### src/sv/mwsl_pkg.sv
// mwsl_pkg: shared widths, register indexes, constants and types for the
// mecanum wheel speed limiter. No dependencies.
package mwsl_pkg;

    // field widths
    localparam int HB_W  = 12;
    localparam int RAD_W = 10;
    localparam int MAX_W = 16;
    localparam int IN_W  = 16;
    localparam int SPD_W = 17;

    // configuration port
    localparam int CFG_ADDR_W = 2;
    localparam int CFG_DATA_W = 16;
    localparam logic [CFG_ADDR_W-1:0] REG_HALF_BASE    = 2'd0;
    localparam logic [CFG_ADDR_W-1:0] REG_WHEEL_RADIUS = 2'd1;
    localparam logic [CFG_ADDR_W-1:0] REG_MAX_SPEED    = 2'd2;
    localparam logic [HB_W-1:0]  RST_HALF_BASE    = 12'd200;
    localparam logic [RAD_W-1:0] RST_WHEEL_RADIUS = 10'd40;
    localparam logic [MAX_W-1:0] RST_MAX_SPEED    = 16'd10000;

    // internal widths
    localparam int FRAC_W = 16;              // fraction bits of the velocity vector
    localparam int KW_W   = 29;              // yaw rate times half base sum
    localparam int CF_W   = 32;              // forward / lateral component
    localparam int CT_W   = 44;              // rotation component
    localparam int SUM_W  = 33;
    localparam int P_W    = 49;              // 60000 * (cf +/- cl)
    localparam int T_W    = 50;              // 60 * ct
    localparam int NUM_W  = 51;              // wheel numerator
    localparam int DIVS_W = 20;              // 1000 * radius
    localparam int LIM_W  = 36;              // max speed * 1000 * radius
    localparam int SCL_W  = 17;
    localparam int MOP_W  = 32;
    localparam int MSC_W  = 16;
    localparam int PROD_W = MOP_W + MSC_W;
    localparam int CT_LO_W = 22;
    localparam int CT_HI_W = 21;
    localparam int ACC_W  = CT_LO_W + MSC_W;
    localparam int Q_W    = 16;
    localparam int REM_W  = NUM_W - FRAC_W;
    localparam int BIT_W  = 4;
    localparam int WHL_W  = 2;
    localparam int CNT_W  = 3;

    localparam logic [RAD_W-1:0]  RAD_MIN    = 10'd1;
    localparam logic [DIVS_W-1:0] MM_PER_M   = 20'd1000;
    localparam logic signed [16:0] SUM_GAIN  = 17'sd60000;
    localparam logic signed [7:0]  ROT_GAIN  = 8'sd60;
    localparam logic [SCL_W-1:0]  SCALE_ONE  = 17'h10000;
    localparam logic [SCL_W-1:0]  SCALE_STEP = 17'd2185;

    // multiplier operand select during a scaling pass
    localparam logic [WHL_W-1:0] MSEL_CF    = 2'd0;
    localparam logic [WHL_W-1:0] MSEL_CL    = 2'd1;
    localparam logic [WHL_W-1:0] MSEL_CT_LO = 2'd2;
    localparam logic [WHL_W-1:0] MSEL_CT_HI = 2'd3;

    typedef struct packed {
        logic [HB_W-1:0]  half_base;
        logic [RAD_W-1:0] radius;
        logic [MAX_W-1:0] max_speed;
    } t_cfg;

    typedef enum logic [3:0] {
        S_IDLE,
        S_LIM,
        S_SUMS,
        S_S60,
        S_CHECK,
        S_DECIDE,
        S_MUL,
        S_DLOAD,
        S_DINIT,
        S_DSTEP,
        S_DSTORE,
        S_DONE
    } t_state;

    typedef struct packed {
        logic             ld_in;
        logic             lim_ld;
        logic             sums_ld;
        logic             s60_ld;
        logic             num_ld;
        logic [WHL_W-1:0] num_sel;
        logic             chk_clr;
        logic             chk_acc;
        logic             scale_dec;
        logic             zero_res;
        logic             mul_ld;
        logic [WHL_W-1:0] mul_sel;
        logic             wb;
        logic [WHL_W-1:0] wb_sel;
        logic             div_init;
        logic             div_step;
        logic             res_st;
        logic [WHL_W-1:0] res_sel;
        logic             out_ld;
    } t_cmd;

    typedef struct packed {
        logic over;
        logic exhaust;
    } t_sts;

endpackage

### src/sv/mwsl_regs.sv
// mwsl_regs: configuration registers of the wheel speed limiter.
// Depends on mwsl_pkg.
module mwsl_regs (
    input  logic                                i_clk,
    input  logic                                i_rst_n,
    input  logic                                i_cfg_we,
    input  logic [mwsl_pkg::CFG_ADDR_W-1:0]     i_cfg_addr,
    input  logic [mwsl_pkg::CFG_DATA_W-1:0]     i_cfg_wdata,
    output mwsl_pkg::t_cfg                      o_cfg
);

    mwsl_pkg::t_cfg r_cfg;

    always_ff @(posedge i_clk) begin
        if (!i_rst_n) begin
            r_cfg.half_base <= mwsl_pkg::RST_HALF_BASE;
            r_cfg.radius    <= mwsl_pkg::RST_WHEEL_RADIUS;
            r_cfg.max_speed <= mwsl_pkg::RST_MAX_SPEED;
        end else if (i_cfg_we) begin
            case (i_cfg_addr)
                mwsl_pkg::REG_HALF_BASE: begin
                    r_cfg.half_base <= i_cfg_wdata[mwsl_pkg::HB_W-1:0];
                end
                mwsl_pkg::REG_WHEEL_RADIUS: begin
                    r_cfg.radius <= i_cfg_wdata[mwsl_pkg::RAD_W-1:0];
                end
                mwsl_pkg::REG_MAX_SPEED: begin
                    r_cfg.max_speed <= i_cfg_wdata[mwsl_pkg::MAX_W-1:0];
                end
                default: begin
                end
            endcase
        end
    end

    assign o_cfg = r_cfg;

endmodule

### config.mk
export PLATFORM = sky130hd
export DESIGN_NAME = mwsl_regs
export DESIGN_NICKNAME = d
export VERILOG_FILES = /design/src/sv/mwsl_pkg.sv /design/src/sv/mwsl_regs.sv
export SDC_FILE = /design/constraint.sdc
export NUM_CORES = 1
export LEC_CHECK = 0
export BUFFER_PORTS_ARGS = -buffer_cell sky130_fd_sc_hd__buf_4
export CORE_MARGIN = 3
export CORE_UTILIZATION = 54
export CTS_BUF_LIST = sky130_fd_sc_hd__clkbuf_2
export DETAILED_ROUTE_END_ITERATION = 7
export PLACE_DENSITY = 0.92
export SLEW_MARGIN = 15
export SYNTH_ARGS = -nofsm -noshare
export SYNTH_HDL_FRONTEND = slang
export SYNTH_SLANG_ARGS = --single-unit
### constraint.sdc
create_clock -name i_clk -period 1.3 [get_ports i_clk]
set_clock_uncertainty 0.05 [all_clocks]
set_input_delay 0 -clock i_clk [delete_from_list [all_inputs] [get_ports i_clk]]
set_output_delay 0 -clock i_clk [all_outputs]
set_load 0.02 [all_outputs]
==> qor.txt, run 1 <==
status = did not finish
Fail Step = global routing
First Error = [ERROR DPL-0033] detailed placement checks failed during check placement.
synthesized cell area = 1558 um^2
cts bufs inserted = 5
Die Y-Extent = 59.71 um
initial antenna violation count = 0
ranking of synthesized cells by area = dfxtp_1 (49%), mux2i_1 (19%), nand2_1 (10%), o211ai_1 (3.9%), nand4b_1 (3.4%)
GP Congestion = 0.7811
DP HPWL = 2804 um
# port buffers = 58
clk sinks = 38
Post-Syn Instances = 155
Seq/Total Area, Yosys = 0.4884
pre-CTS setup slack = 176.9 ps
initial core utilization = 0.5963
#FFs+latches synth = 38
FP Rows = 18
quantity of gates resized following cts = 0
Synth Net Count = 176
last worst endpoint in the global-route repair_timing = o_cfg[11]$_SDFFE_PN0P_/D
htree depth = 2
area leader, netlist = dfxtp_1
Placed Cells = 234
Root Driver = clkbuf_2
largest net degree at the start of global routing = 35
post-synth top area share = 0.4884
syn avg cell area = 10.05 um^2
number of distinct library cells after synthesis = 14
DIE WIDTH = 59.71 um
worst ep type = register data pin
Syn. warnings = 0
# IOs = 59
Clock Path Buffers = 2
-- logic make-up after synthesis --
logic type,after synthesis,share of synthesized area
AO/OA/AOI/OAI,8,0.03856
buffers and inverters,20,0.06747
flip-flops,38,0.4884
multiplexers,30,0.1928
AND/OR/NAND/NOR,59,0.2129
-- synthesized netlist by cell type --
| cell type | number |
|---|---|
| nand2_1 | 43 |
| dfxtp_1 | 38 |
| mux2i_1 | 30 |
| buf_2 | 9 |
| inv_1 | 8 |
| o211ai_1 | 8 |
| nand4b_1 | 6 |
| nor2b_1 | 3 |
| and3b_1 | 2 |
| buf_6 | 2 |
| nand3b_4 | 2 |
| nand4bb_1 | 2 |
| buf_4 | 1 |
| nor3b_4 | 1 |
-- repair_timing --
action / in CTS
hold buffers: 48
hold endpoints to repair: 38
buffers inserted: 0
-- per-stage QoR --
step,hold slack (ps),util,cell area [um^2]
2_1_floorplan,92.14,-,1558
3_3_place_gp,208.7,0.7572,1978
3_5_place_dp,221.3,0.7572,1978
4_1_cts,10.60,0.9751,2547
==> run 2, diff against run 1 <==
--- a/config.mk
+++ b/config.mk
@@ -7,10 +7,9 @@
 export LEC_CHECK = 0
 export BUFFER_PORTS_ARGS = -buffer_cell sky130_fd_sc_hd__buf_4
 export CORE_MARGIN = 3
-export CORE_UTILIZATION = 54
-export CTS_BUF_LIST = sky130_fd_sc_hd__clkbuf_2
+export CORE_UTILIZATION = 40
 export DETAILED_ROUTE_END_ITERATION = 7
-export PLACE_DENSITY = 0.92
+export PLACE_DENSITY_LB_ADDON = 0.15
 export SLEW_MARGIN = 15
 export SYNTH_ARGS = -nofsm -noshare
 export SYNTH_HDL_FRONTEND = slang
==> qor.txt, run 2 <==
Area growth syn-to-layout = 46.35%
DR pass1 iterations = 4
status = completed (was did not finish)
Max Cap Viol = 0
share of post-route cells with drive strength above 1 = 0.3174
Comb pwr share = 0.157
post-synth top area share = 0.4884 (unchanged)
CP Max Fanout = 2
Worst Tran Pin Value = 362.1 ps
max FFs per register = 38
Hold Fails Final Rpt = 0
Slew Viols, Final = 0
most instantiated library cell after synthesis = nand2_1 (unchanged)
Detail Route Antenna Nets = 0
Die Y-Extent = 68.41 um (was 59.71 um)
Worst slew margin = 0.7586
full die area = 4679 um^2
Max IR drop VDD = 0.6402 mV
pwr dens = 1069 nW/um^2
Syn. warnings = 0 (unchanged)
Primary FF master, synth = dfxtp_1 (unchanged)
FILL cells = 326
area leader, netlist = dfxtp_1 (unchanged)
CP startpoint kind = flip-flop
htree depth = 2 (unchanged)
# port buffers = 58 (unchanged)
drt drc = 0
DIE WIDTH = 68.41 um (was 59.71 um)
final core utilization = 0.6135
Setup TNS = 0 ps
DP HPWL = 2713 um (was 2804 um)
CP Capture Type = output port
CORE AREA = 3716 um^2
crit-path leading delay family = flip-flops
ranking of synthesized cells by area = dfxtp_1 (49%), mux2i_1 (19%), nand2_1 (10%), o211ai_1 (3.9%), nand4b_1 (3.4%) (unchanged)
initial antenna violation count = 0
P_leak = 0.001091 uW
Clock Pin Slew Worst Setup and Hold Paths = 70 ps
FP Rows = 22 (was 18)
most frequent cells in the layout = buf_4 (62), nand2_1 (43), dfxtp_1 (38)
Root Driver = clkbuf_8 (was clkbuf_2)
quantity of gates resized following cts = 0 (unchanged)
Skew-Pair Late Insertion Delay = 290 ps
ordered cell list for the critical path = buf_4
Total Routing Usage GR = 0.1716
# IOs = 59 (unchanged)
vias in the first global route = 1254
GP Congestion = 0.6917 (was 0.7811)
CTS tree = built
Hold WC Path Type = in2reg
via/cell ratio = 4.781
Slowest-stage cell, CP = dfxtp_1
Clock Path Buffers = 2 (unchanged)
#FFs+latches synth = 38 (unchanged)
crit-path max cell delay = 370 ps
most common cell after layout, fill and taps aside = buf_4
DRT Wirelength = 3714 um
Crit Path Category = reg2out
clk sinks = 38 (unchanged)
switching pwr = 608.0 uW
Seq/Total Area, Yosys = 0.4884 (unchanged)
Synth top cells by count = nand2_1 (43), dfxtp_1 (38), mux2i_1 (30) (unchanged)
syn avg cell area = 10.05 um^2 (unchanged)
initial drt markers = 78
Post-synth EDFFs = 0 (unchanged)
initial core utilization = 0.4192 (was 0.5963)
Synth Net Count = 176 (unchanged)
first-pass GRT wire length = 5720 um
fmax = 1162 MHz
Nets = 250
Post-Syn Instances = 155 (unchanged)
synthesized cell area = 1558 um^2 (unchanged)
Routed WL per cell = 13.36 um
number of antenna diodes = 0
Req. time, crit path = 1250 ps
Setup Viol. Count Final = 0
Worst Path Arrival = 810 ps
Int Pwr = 1829 uW
RSZ-0062 raised after global routing = no
GRT overflow = 0
largest net degree at the start of global routing = 40
CP bufs+invs = 1
Hold-fix buffers, CTS = 16 (was 48)
cts bufs inserted = 5 (unchanged)
ys async rst share = 0 (unchanged)
via count = 1329
number of distinct library cells after synthesis = 14 (unchanged)
Setup Fix Bufs, Post-CTS = 0 (unchanged)
Sw Share = 0.2495
period utilization = 0.6619
Flop pwr share = 0.506
post-layout min period = 860.4 ps
clock share of power = 0.337
[run 2: cell counts after synthesis]
Identical to the previous run, type by type.
[run 2: power by group through the flow]
stage / registers [uW] / clock network (uW) / logic (uW)
6_report: 1230 / 821 / 382
5_1_grt: 1240 / 903 / 409
4_1_cts: 1230 / 859 / 385
3_5_place_dp: 1260 / 0 / 346
3_3_place_gp: 1260 / 0 / 339
2_1_floorplan: 1310 / 0 / 141
[run 2: through the flow]
| step | hold WS, ps | total power (uW) | cells | worst slack, ps | instance area, um^2 |
|---|---|---|---|---|---|
| 6_report | 49.73 | 2437 | 278 | 439.6 | 2280 |
| 3_3_place_gp | 209.7 | 1597 | 254 | 322.6 | 2028 |
| 5_1_grt | 49.73 | 2552 | 278 | 391.7 | 2280 |
| 2_1_floorplan | 92.14 | 1453 | 155 | 550.7 | 1558 |
| 4_1_cts | 42.12 | 2478 | 278 | 417.8 | 2280 |
| 3_5_place_dp | 223.0 | 1606 | 254 | 256.5 | 2028 |
[run 2: path summary, 6_finish.rpt]
kind	to	start	depth (start not counted)	slack (ps)
setup reg to reg	o_cfg[6]	o_cfg[6]	2	600
hold reg to reg	o_cfg[35]	o_cfg[35]	2	410
setup / recovery	o_cfg[6]	o_cfg[6]	1	440
hold / removal	o_cfg[32]	i_rst_n	2	50
[run 2: logic make-up after synthesis]
| group | Yosys count | synth area share |
|---|---|---|
| AND/OR/NAND/NOR | 59 | 0.2129 |
| flip-flops | 38 | 0.4884 |
| multiplexers | 30 | 0.1928 |
| buffers and inverters | 20 | 0.06747 |
| AO/OA/AOI/OAI | 8 | 0.03856 |
[run 2: cell type report]
type	instances	area [um^2]	share of cell area
clock buffers	7	86.33	0.03787
inverters	8	30.03	0.01317
well taps	48	60.06	0.02634
clock inverters	1	5.005	0.002195
flip-flops and latches	38	760.7	0.3337
repair buffers	79	645.6	0.2832
multi-input cells	97	691.9	0.3035
[run 2: metal layers]
layer  up-vias  track usage  wire length (um)
met3         5      0.06568               194
li1        661            -                 -
met2        40       0.2884              1836
met5         -            0                 0
met4         0      0.05955                40
met1       623       0.1972              1642
(Power assumes the default switching activity.)
