==> src/sv/mwsl_pkg.sv <==
// mwsl_pkg: shared widths, register indexes, constants and types for the
// mecanum wheel speed limiter. No dependencies.
package mwsl_pkg;

    // field widths
    localparam int HB_W  = 12;
    localparam int RAD_W = 10;
    localparam int MAX_W = 16;
    localparam int IN_W  = 16;
    localparam int SPD_W = 17;

    // configuration port
    localparam int CFG_ADDR_W = 2;
    localparam int CFG_DATA_W = 16;
    localparam logic [CFG_ADDR_W-1:0] REG_HALF_BASE    = 2'd0;
    localparam logic [CFG_ADDR_W-1:0] REG_WHEEL_RADIUS = 2'd1;
    localparam logic [CFG_ADDR_W-1:0] REG_MAX_SPEED    = 2'd2;
    localparam logic [HB_W-1:0]  RST_HALF_BASE    = 12'd200;
    localparam logic [RAD_W-1:0] RST_WHEEL_RADIUS = 10'd40;
    localparam logic [MAX_W-1:0] RST_MAX_SPEED    = 16'd10000;

    // internal widths
    localparam int FRAC_W = 16;              // fraction bits of the velocity vector
    localparam int KW_W   = 29;              // yaw rate times half base sum
    localparam int CF_W   = 32;              // forward / lateral component
    localparam int CT_W   = 44;              // rotation component
    localparam int SUM_W  = 33;
    localparam int P_W    = 49;              // 60000 * (cf +/- cl)
    localparam int T_W    = 50;              // 60 * ct
    localparam int NUM_W  = 51;              // wheel numerator
    localparam int DIVS_W = 20;              // 1000 * radius
    localparam int LIM_W  = 36;              // max speed * 1000 * radius
    localparam int SCL_W  = 17;
    localparam int MOP_W  = 32;
    localparam int MSC_W  = 16;
    localparam int PROD_W = MOP_W + MSC_W;
    localparam int CT_LO_W = 22;
    localparam int CT_HI_W = 21;
    localparam int ACC_W  = CT_LO_W + MSC_W;
    localparam int Q_W    = 16;
    localparam int REM_W  = NUM_W - FRAC_W;
    localparam int BIT_W  = 4;
    localparam int WHL_W  = 2;
    localparam int CNT_W  = 3;

    localparam logic [RAD_W-1:0]  RAD_MIN    = 10'd1;
    localparam logic [DIVS_W-1:0] MM_PER_M   = 20'd1000;
    localparam logic signed [16:0] SUM_GAIN  = 17'sd60000;
    localparam logic signed [7:0]  ROT_GAIN  = 8'sd60;
    localparam logic [SCL_W-1:0]  SCALE_ONE  = 17'h10000;
    localparam logic [SCL_W-1:0]  SCALE_STEP = 17'd2185;

    // multiplier operand select during a scaling pass
    localparam logic [WHL_W-1:0] MSEL_CF    = 2'd0;
    localparam logic [WHL_W-1:0] MSEL_CL    = 2'd1;
    localparam logic [WHL_W-1:0] MSEL_CT_LO = 2'd2;
    localparam logic [WHL_W-1:0] MSEL_CT_HI = 2'd3;

    typedef struct packed {
        logic [HB_W-1:0]  half_base;
        logic [RAD_W-1:0] radius;
        logic [MAX_W-1:0] max_speed;
    } t_cfg;

    typedef enum logic [3:0] {
        S_IDLE,
        S_LIM,
        S_SUMS,
        S_S60,
        S_CHECK,
        S_DECIDE,
        S_MUL,
        S_DLOAD,
        S_DINIT,
        S_DSTEP,
        S_DSTORE,
        S_DONE
    } t_state;

    typedef struct packed {
        logic             ld_in;
        logic             lim_ld;
        logic             sums_ld;
        logic             s60_ld;
        logic             num_ld;
        logic [WHL_W-1:0] num_sel;
        logic             chk_clr;
        logic             chk_acc;
        logic             scale_dec;
        logic             zero_res;
        logic             mul_ld;
        logic [WHL_W-1:0] mul_sel;
        logic             wb;
        logic [WHL_W-1:0] wb_sel;
        logic             div_init;
        logic             div_step;
        logic             res_st;
        logic [WHL_W-1:0] res_sel;
        logic             out_ld;
    } t_cmd;

    typedef struct packed {
        logic over;
        logic exhaust;
    } t_sts;

endpackage

==> src/sv/mwsl_ctrl.sv <==
// mwsl_ctrl: sequencer for the wheel speed limiter: limit passes, scaling
// multiplies, per-wheel division and output handoff. Depends on mwsl_pkg.
module mwsl_ctrl (
    input  logic           i_clk,
    input  logic           i_rst_n,
    input  logic           i_in_valid,
    output logic           o_in_ready,
    output logic           o_out_valid,
    input  logic           i_out_ready,
    input  mwsl_pkg::t_sts i_sts,
    output mwsl_pkg::t_cmd o_cmd
);

    localparam logic [mwsl_pkg::CNT_W-1:0] CNT_LAST   = 3'd4;
    localparam logic [mwsl_pkg::BIT_W-1:0] BIT_LAST   = 4'd15;
    localparam logic [mwsl_pkg::WHL_W-1:0] WHEEL_LAST = 2'd3;

    mwsl_pkg::t_state               r_state, n_state;
    logic [mwsl_pkg::CNT_W-1:0]     r_cnt, n_cnt;
    logic [mwsl_pkg::WHL_W-1:0]     r_wheel, n_wheel;
    logic [mwsl_pkg::BIT_W-1:0]     r_bit, n_bit;
    logic                           r_out_valid, n_out_valid;
    logic                           w_out_free;

    assign w_out_free = !r_out_valid || i_out_ready;

    // next state
    always_comb begin
        n_state = r_state;
        case (r_state)
            mwsl_pkg::S_IDLE:   if (i_in_valid) n_state = mwsl_pkg::S_LIM;
            mwsl_pkg::S_LIM:    n_state = mwsl_pkg::S_SUMS;
            mwsl_pkg::S_SUMS:   n_state = mwsl_pkg::S_S60;
            mwsl_pkg::S_S60:    n_state = mwsl_pkg::S_CHECK;
            mwsl_pkg::S_CHECK:  if (r_cnt == CNT_LAST) n_state = mwsl_pkg::S_DECIDE;
            mwsl_pkg::S_DECIDE: begin
                if (!i_sts.over) begin
                    n_state = mwsl_pkg::S_DLOAD;
                end else if (i_sts.exhaust) begin
                    n_state = mwsl_pkg::S_DONE;
                end else begin
                    n_state = mwsl_pkg::S_MUL;
                end
            end
            mwsl_pkg::S_MUL:    if (r_cnt == CNT_LAST) n_state = mwsl_pkg::S_SUMS;
            mwsl_pkg::S_DLOAD:  n_state = mwsl_pkg::S_DINIT;
            mwsl_pkg::S_DINIT:  n_state = mwsl_pkg::S_DSTEP;
            mwsl_pkg::S_DSTEP:  if (r_bit == BIT_LAST) n_state = mwsl_pkg::S_DSTORE;
            mwsl_pkg::S_DSTORE: begin
                n_state = (r_wheel == WHEEL_LAST) ? mwsl_pkg::S_DONE : mwsl_pkg::S_DLOAD;
            end
            mwsl_pkg::S_DONE:   if (w_out_free) n_state = mwsl_pkg::S_IDLE;
            default:            n_state = mwsl_pkg::S_IDLE;
        endcase
    end

    // counters
    always_comb begin
        n_cnt   = r_cnt;
        n_wheel = r_wheel;
        n_bit   = r_bit;
        case (r_state)
            mwsl_pkg::S_S60:    n_cnt = '0;
            mwsl_pkg::S_CHECK:  n_cnt = r_cnt + 1'b1;
            mwsl_pkg::S_DECIDE: begin
                n_cnt   = '0;
                n_wheel = '0;
            end
            mwsl_pkg::S_MUL:    n_cnt = r_cnt + 1'b1;
            mwsl_pkg::S_DINIT:  n_bit = '0;
            mwsl_pkg::S_DSTEP:  n_bit = r_bit + 1'b1;
            mwsl_pkg::S_DSTORE: n_wheel = r_wheel + 1'b1;
            default: begin
            end
        endcase
    end

    // commands
    always_comb begin
        o_cmd      = '0;
        o_in_ready = 1'b0;
        case (r_state)
            mwsl_pkg::S_IDLE: begin
                o_in_ready   = 1'b1;
                o_cmd.ld_in  = i_in_valid;
            end
            mwsl_pkg::S_LIM:  o_cmd.lim_ld  = 1'b1;
            mwsl_pkg::S_SUMS: o_cmd.sums_ld = 1'b1;
            mwsl_pkg::S_S60:  o_cmd.s60_ld  = 1'b1;
            mwsl_pkg::S_CHECK: begin
                // numerator of wheel n is loaded, checked when the count reaches n+1
                o_cmd.num_ld  = (r_cnt != CNT_LAST);
                o_cmd.num_sel = r_cnt[mwsl_pkg::WHL_W-1:0];
                o_cmd.chk_clr = (r_cnt == '0);
                o_cmd.chk_acc = (r_cnt != '0);
            end
            mwsl_pkg::S_DECIDE: begin
                o_cmd.scale_dec = i_sts.over;
                o_cmd.zero_res  = i_sts.over && i_sts.exhaust;
            end
            mwsl_pkg::S_MUL: begin
                o_cmd.mul_ld  = (r_cnt != CNT_LAST);
                o_cmd.mul_sel = r_cnt[mwsl_pkg::WHL_W-1:0];
                o_cmd.wb      = (r_cnt != '0);
                o_cmd.wb_sel  = mwsl_pkg::WHL_W'(r_cnt - 1'b1);
            end
            mwsl_pkg::S_DLOAD: begin
                o_cmd.num_ld  = 1'b1;
                o_cmd.num_sel = r_wheel;
            end
            mwsl_pkg::S_DINIT: o_cmd.div_init = 1'b1;
            mwsl_pkg::S_DSTEP: o_cmd.div_step = 1'b1;
            mwsl_pkg::S_DSTORE: begin
                o_cmd.res_st  = 1'b1;
                o_cmd.res_sel = r_wheel;
            end
            mwsl_pkg::S_DONE: o_cmd.out_ld = w_out_free;
            default: begin
            end
        endcase
    end

    always_comb begin
        if (o_cmd.out_ld) begin
            n_out_valid = 1'b1;
        end else if (i_out_ready) begin
            n_out_valid = 1'b0;
        end else begin
            n_out_valid = r_out_valid;
        end
    end

    always_ff @(posedge i_clk) begin
        if (!i_rst_n) begin
            r_state     <= mwsl_pkg::S_IDLE;
            r_cnt       <= '0;
            r_wheel     <= '0;
            r_bit       <= '0;
            r_out_valid <= 1'b0;
        end else begin
            r_state     <= n_state;
            r_cnt       <= n_cnt;
            r_wheel     <= n_wheel;
            r_bit       <= n_bit;
            r_out_valid <= n_out_valid;
        end
    end

    assign o_out_valid = r_out_valid;

endmodule

==> config.mk <==
export PLATFORM = sky130hd
export DESIGN_NAME = mwsl_ctrl
export DESIGN_NICKNAME = d
export VERILOG_FILES = /design/src/sv/mwsl_pkg.sv /design/src/sv/mwsl_ctrl.sv
export SDC_FILE = /design/constraint.sdc
export NUM_CORES = 1
export LEC_CHECK = 0
export BUFFER_PORTS_ARGS = -buffer_cell sky130_fd_sc_hd__buf_4
export CAP_MARGIN = 20
export CORE_ASPECT_RATIO = 1.5
export CORE_UTILIZATION = 42
export DETAILED_ROUTE_END_ITERATION = 8
export PLACE_DENSITY_LB_ADDON = 0.2
export REMOVE_ABC_BUFFERS = 1
export SETUP_SLACK_MARGIN = 0.2
export SYNTH_ARGS = -nofsm -noshare
export SYNTH_HDL_FRONTEND = slang
export SYNTH_SLANG_ARGS = --single-unit
export TNS_END_PERCENT = 5
==> constraint.sdc <==
create_clock -name i_clk -period 4.5 [get_ports i_clk]
set_input_delay 0.675 -clock i_clk [delete_from_list [all_inputs] [get_ports i_clk]]
set_output_delay 0.675 -clock i_clk [all_outputs]
set_load 0.05 [all_outputs]
# Word level (Yosys, flattened, before mapping)
# Cells that the tools add are included.
dict set report totals {
  regBits 14
  input_bits 6
  out_inout_bits 25
}
dict set report op_classes {
  n_addsub 4
  n_eq_ne 20
  n_mux 27
  n_reduce_logical 13
}
# cell n
set ops {}
lappend ops {{$pmux W4 S12} 1}
lappend ops {{$mux W4} 8}
lappend ops {{$eq A4 B4 Y1 const B} 5}
lappend ops {{$eq A4 B3 Y1 const B} 4}
lappend ops {{$pmux W3 S2} 2}
lappend ops {{$mux W1} 10}
lappend ops {{$ne A2 B2 Y1 const B} 5}
lappend ops {{$eq A4 B2 Y1 const B} 2}
lappend ops {{$pmux W4 S2} 1}
lappend ops {{$reduce_bool A2 Y1} 4}
lappend ops {{$mux W6} 1}
lappend ops {{$reduce_and A5 Y1} 1}
lappend ops {{$add A4 B1 Y4 const B} 1}
lappend ops {{$eq A4 B1 Y1 const B} 1}
lappend ops {{$logic_not A4 Y1} 1}
lappend ops {{$mux W2} 2}
lappend ops {{$pmux W2 S2} 1}
lappend ops {{$reduce_or A2 Y1} 2}
lappend ops {{$add A3 B1 Y3 const B} 1}
lappend ops {{$eq A3 B3 Y1 const B} 1}
lappend ops {{$logic_not A3 Y1} 1}
lappend ops {{$mux W3} 1}
lappend ops {{$ne A3 B3 Y1 const B} 1}
lappend ops {{$reduce_bool A3 Y1} 1}
lappend ops {{6 further kinds} 6}

# Logic depth before layout (Yosys ltp)
dict set report depth {
  word_depth 4
  depth_mapped 6
  ltp_nobuf 6
}

# Least setup slack after synthesis
# OpenSTA, ideal clock, no wires.
dict set report synth_timing {
  path_kind {flip-flop to output port}
  start {register r_state[2]}
  end {output o_cmd[22] in the netlist's numbering}
  t_arrival_ns 2.692
  required_time_ns 3.825
  slack_ns 1.133
  path_stages_with_launch 3
  path_buffers 0
  cell_sequence {dfxtp_1 -> nor4_1 -> and2_1}
}
# element line_no
set synth_rtl {}
lappend synth_rtl {{from (decl)} mwsl_ctrl.sv:18} ;# mwsl_pkg::t_state r_state, n_state;
lappend synth_rtl {{from (signal assigned)} mwsl_ctrl.sv:135} ;# r_state <= mwsl_pkg::S_IDLE;
lappend synth_rtl {{from (signal assigned)} mwsl_ctrl.sv:141} ;# r_state <= n_state;
lappend synth_rtl {{to (decl)} mwsl_ctrl.sv:11} ;# output mwsl_pkg::t_cmd o_cmd

==> results.toml <==
[clock_tree]
cts_tree = "done"
cts_max_level = 1
hold_buffers = 0
cts.path.max_buffers = 2
worstSkewPairLatency_ns = 0.28
cts_made_buffers = 3
cts_setup_buffers = 0
cts_resized = 0
clkSinkCount = 14
path_clk_slew_ns = 0.09
root_buffer = "clkbuf_4"

[finish]
diodes = 0
drive_above_1_share_pct = 25.0
fill_cells = 232
areaGrowthSynthToFinish_pct = 23.4
final_area_mm2 = 0.00126
nNetsFinal = 167

[timing]
final-setup-viol-count = 0
hold_viol = 0
fin_ws_ns = 1.72
clock.fmax_mhz = 359
rsz0062_at_grt = "no"
min_period_ns = 2.78
max_slew_margin_pct = 59.0
tightest_slew_ns = 0.614
drv_slew = 0
finalSetupTns_ns = 0
fin_crit_sh_pct = 61.9
clock_skew_ns = 0.00251

[setup_path]
start_kind = "flip-flop"
crit_type = "reg -> out"
critPathCaptureType = "output port"
worst_ep_arrival_time_ns = 2.11
worstPathRequired_ns = 3.83
crit_fanout = 18

[floorplanning]
num_io_pins = 31
rows = 21
dieArea_mm2 = 0.00265
coreArea_mm2 = 0.00226
die_x_um = 42.3
start_util_pct = 45.3
die_y_um = 62.5

[power]
vdd_ir_drop_max_uv = 152
powerDensity_mw_per_mm2 = 261
p_leak_nw = 0.540

[synthesis]
syn_area_per_cell_um2 = 7.76
synth_cells = 132
synth.area.top_cells = "dfxtp_1 (27%), ha_1 (4.9%), nor2_1 (4.4%)"
seq_area_frac_synth_pct = 27.4
yosys_warnings = 0
yosysTopAreaCellShare_pct = 27.4
synth.most_common_cell = "dfxtp_1"
synthTopCellsByCount = "dfxtp_1 (14), nor2_1 (12), nand2_1 (10), a21oi_1 (8)"
async_flop_share_pct = 0
ys_ff_latch = 14
synth-edff-count = 0
synth_ff_type = "dfxtp_1"
synth.largest_area_cell = "dfxtp_1"
yosysUniqueCellTypes = 40
syn_area_mm2 = 0.00102

[route]
vias = 1037
dr.pass1.iters = 4
ant_nets = 0
drtIter0Drc = 44
wl_um = 2440
drc_errors = 0
vias_per_cell = 5.79
routedWlPerCell_um = 13.7

[placed_design]
placed_area_mm2 = 0.00122
place_congestion = 0.788
dpl.hpwl_um = 1820
io_buffer_count = 30
post-place-ws_ns = 1.76

[global_routing]
grt_pass1_wl_um = 4040
grt_util_all_layers_pct = 19.0
grt_pass1_vias = 910
gr-total-overflow = 0
antenna_found_initial = 0
grt_max_degree = 23

[run]
cap_viol_max_count = 0

[status]
outcome = "complete, no violations"

[worst_hold_path]
hold_path.class = "reg -> reg"
state kept, by name, summed over array words and instances, names as in the netlist:
name         flops
r_bit            4
o_out_valid      1
r_cnt            3
r_state          4
r_wheel          2
report_power, final:
group	leakage (nW)	internal, W	total [W]	switching (W)
logic	0.406	0.0000349	0.0000934	0.0000584
clock network	0.0210	0.0000492	0.0000927	0.0000436
registers	0.113	0.000128	0.000144	0.0000165
total	0.540	0.000212	0.000330	0.000119
critical path: stages (launching register included):
cell      delay [ns]
dfxtp_1         0.64
nor3b_1         0.55
nand2b_1        0.18
nor3b_1         0.23
buf_4           0.23
metrics by stage:
step	hold slack [ns]	total power, W	utilization, %	std cells
2_1_floorplan	0.449	0.000210	-	121
3_3_place_gp	0.469	0.000239	54.2	174
6_report	0.526	0.000330	56.0	179
5_1_grt	0.545	0.000349	56.0	179
4_1_cts	0.522	0.000335	55.8	178
3_5_place_dp	0.504	0.000241	54.2	174
kinds of logic after synthesis:
logic type	after synthesis	synth area share [%]
simple gates	62	35.0
compound gates	34	23.6
buf+inv	16	7.20
flops	14	27.4
fa+ha+maj	4	4.88
mux	2	1.95
final timing paths:
| kind | startpoint | end | slack, ns | cells after the start |
|---|---|---|---|---|
| worst max-delay path | r_state[2]$_SDFFE_PN0P_ | o_cmd[15] | 1.72 | 4 |
| worst min-delay path | r_bit[3]$_SDFFE_PN0P_ | r_bit[3]$_SDFFE_PN0P_ | 0.53 | 1 |
| worst max register to register | r_state[1]$_SDFFE_PN0P_ | r_state[0]$_SDFFE_PN0P_ | 2.44 | 5 |
| worst min register to register | r_bit[3]$_SDFFE_PN0P_ | r_bit[3]$_SDFFE_PN0P_ | 0.53 | 1 |
layout by cell type (no fill, tap or decap), drive strengths merged, types with 2 or more instances in the layout:
master / count
o21ai: 6
a21oi: 8
clkbuf: 4
o21bai: 2
or3b: 2
nand2b: 7
a22oi: 3
dfxtp: 14
buf: 31
nor3b: 3
mux2i: 2
nor4bb: 3
nor2: 12
nand3: 4
o211a: 2
nand2: 10
nor3: 4
ha: 4
a21boi: 5
inv: 5
nor2b: 5
and2: 5
area by class of cell:
class,count,area [um2],area share [%]
multi-input cells,102,671,53.0
flip-flops and latches,14,280,22.2
repair buffers,31,230,18.2
clock buffers,4,36.3,2.87
well taps,23,28.8,2.27
inverters,5,18.8,1.48
metal layers:
layer / wire length [um] / vias to the layer above / part of all wire [%] / GRT usage [%]
met5: 0 / - / 0 / 0
met2: 1300 / 29 / 53 / 33.8
li1: - / 523 / - / -
met4: 20 / 0 / 0.82 / 7.03
met1: 1010 / 483 / 41 / 22.3
met3: 112 / 2 / 4.6 / 2.60
Note: power is estimated with default switching activity, not from simulation.
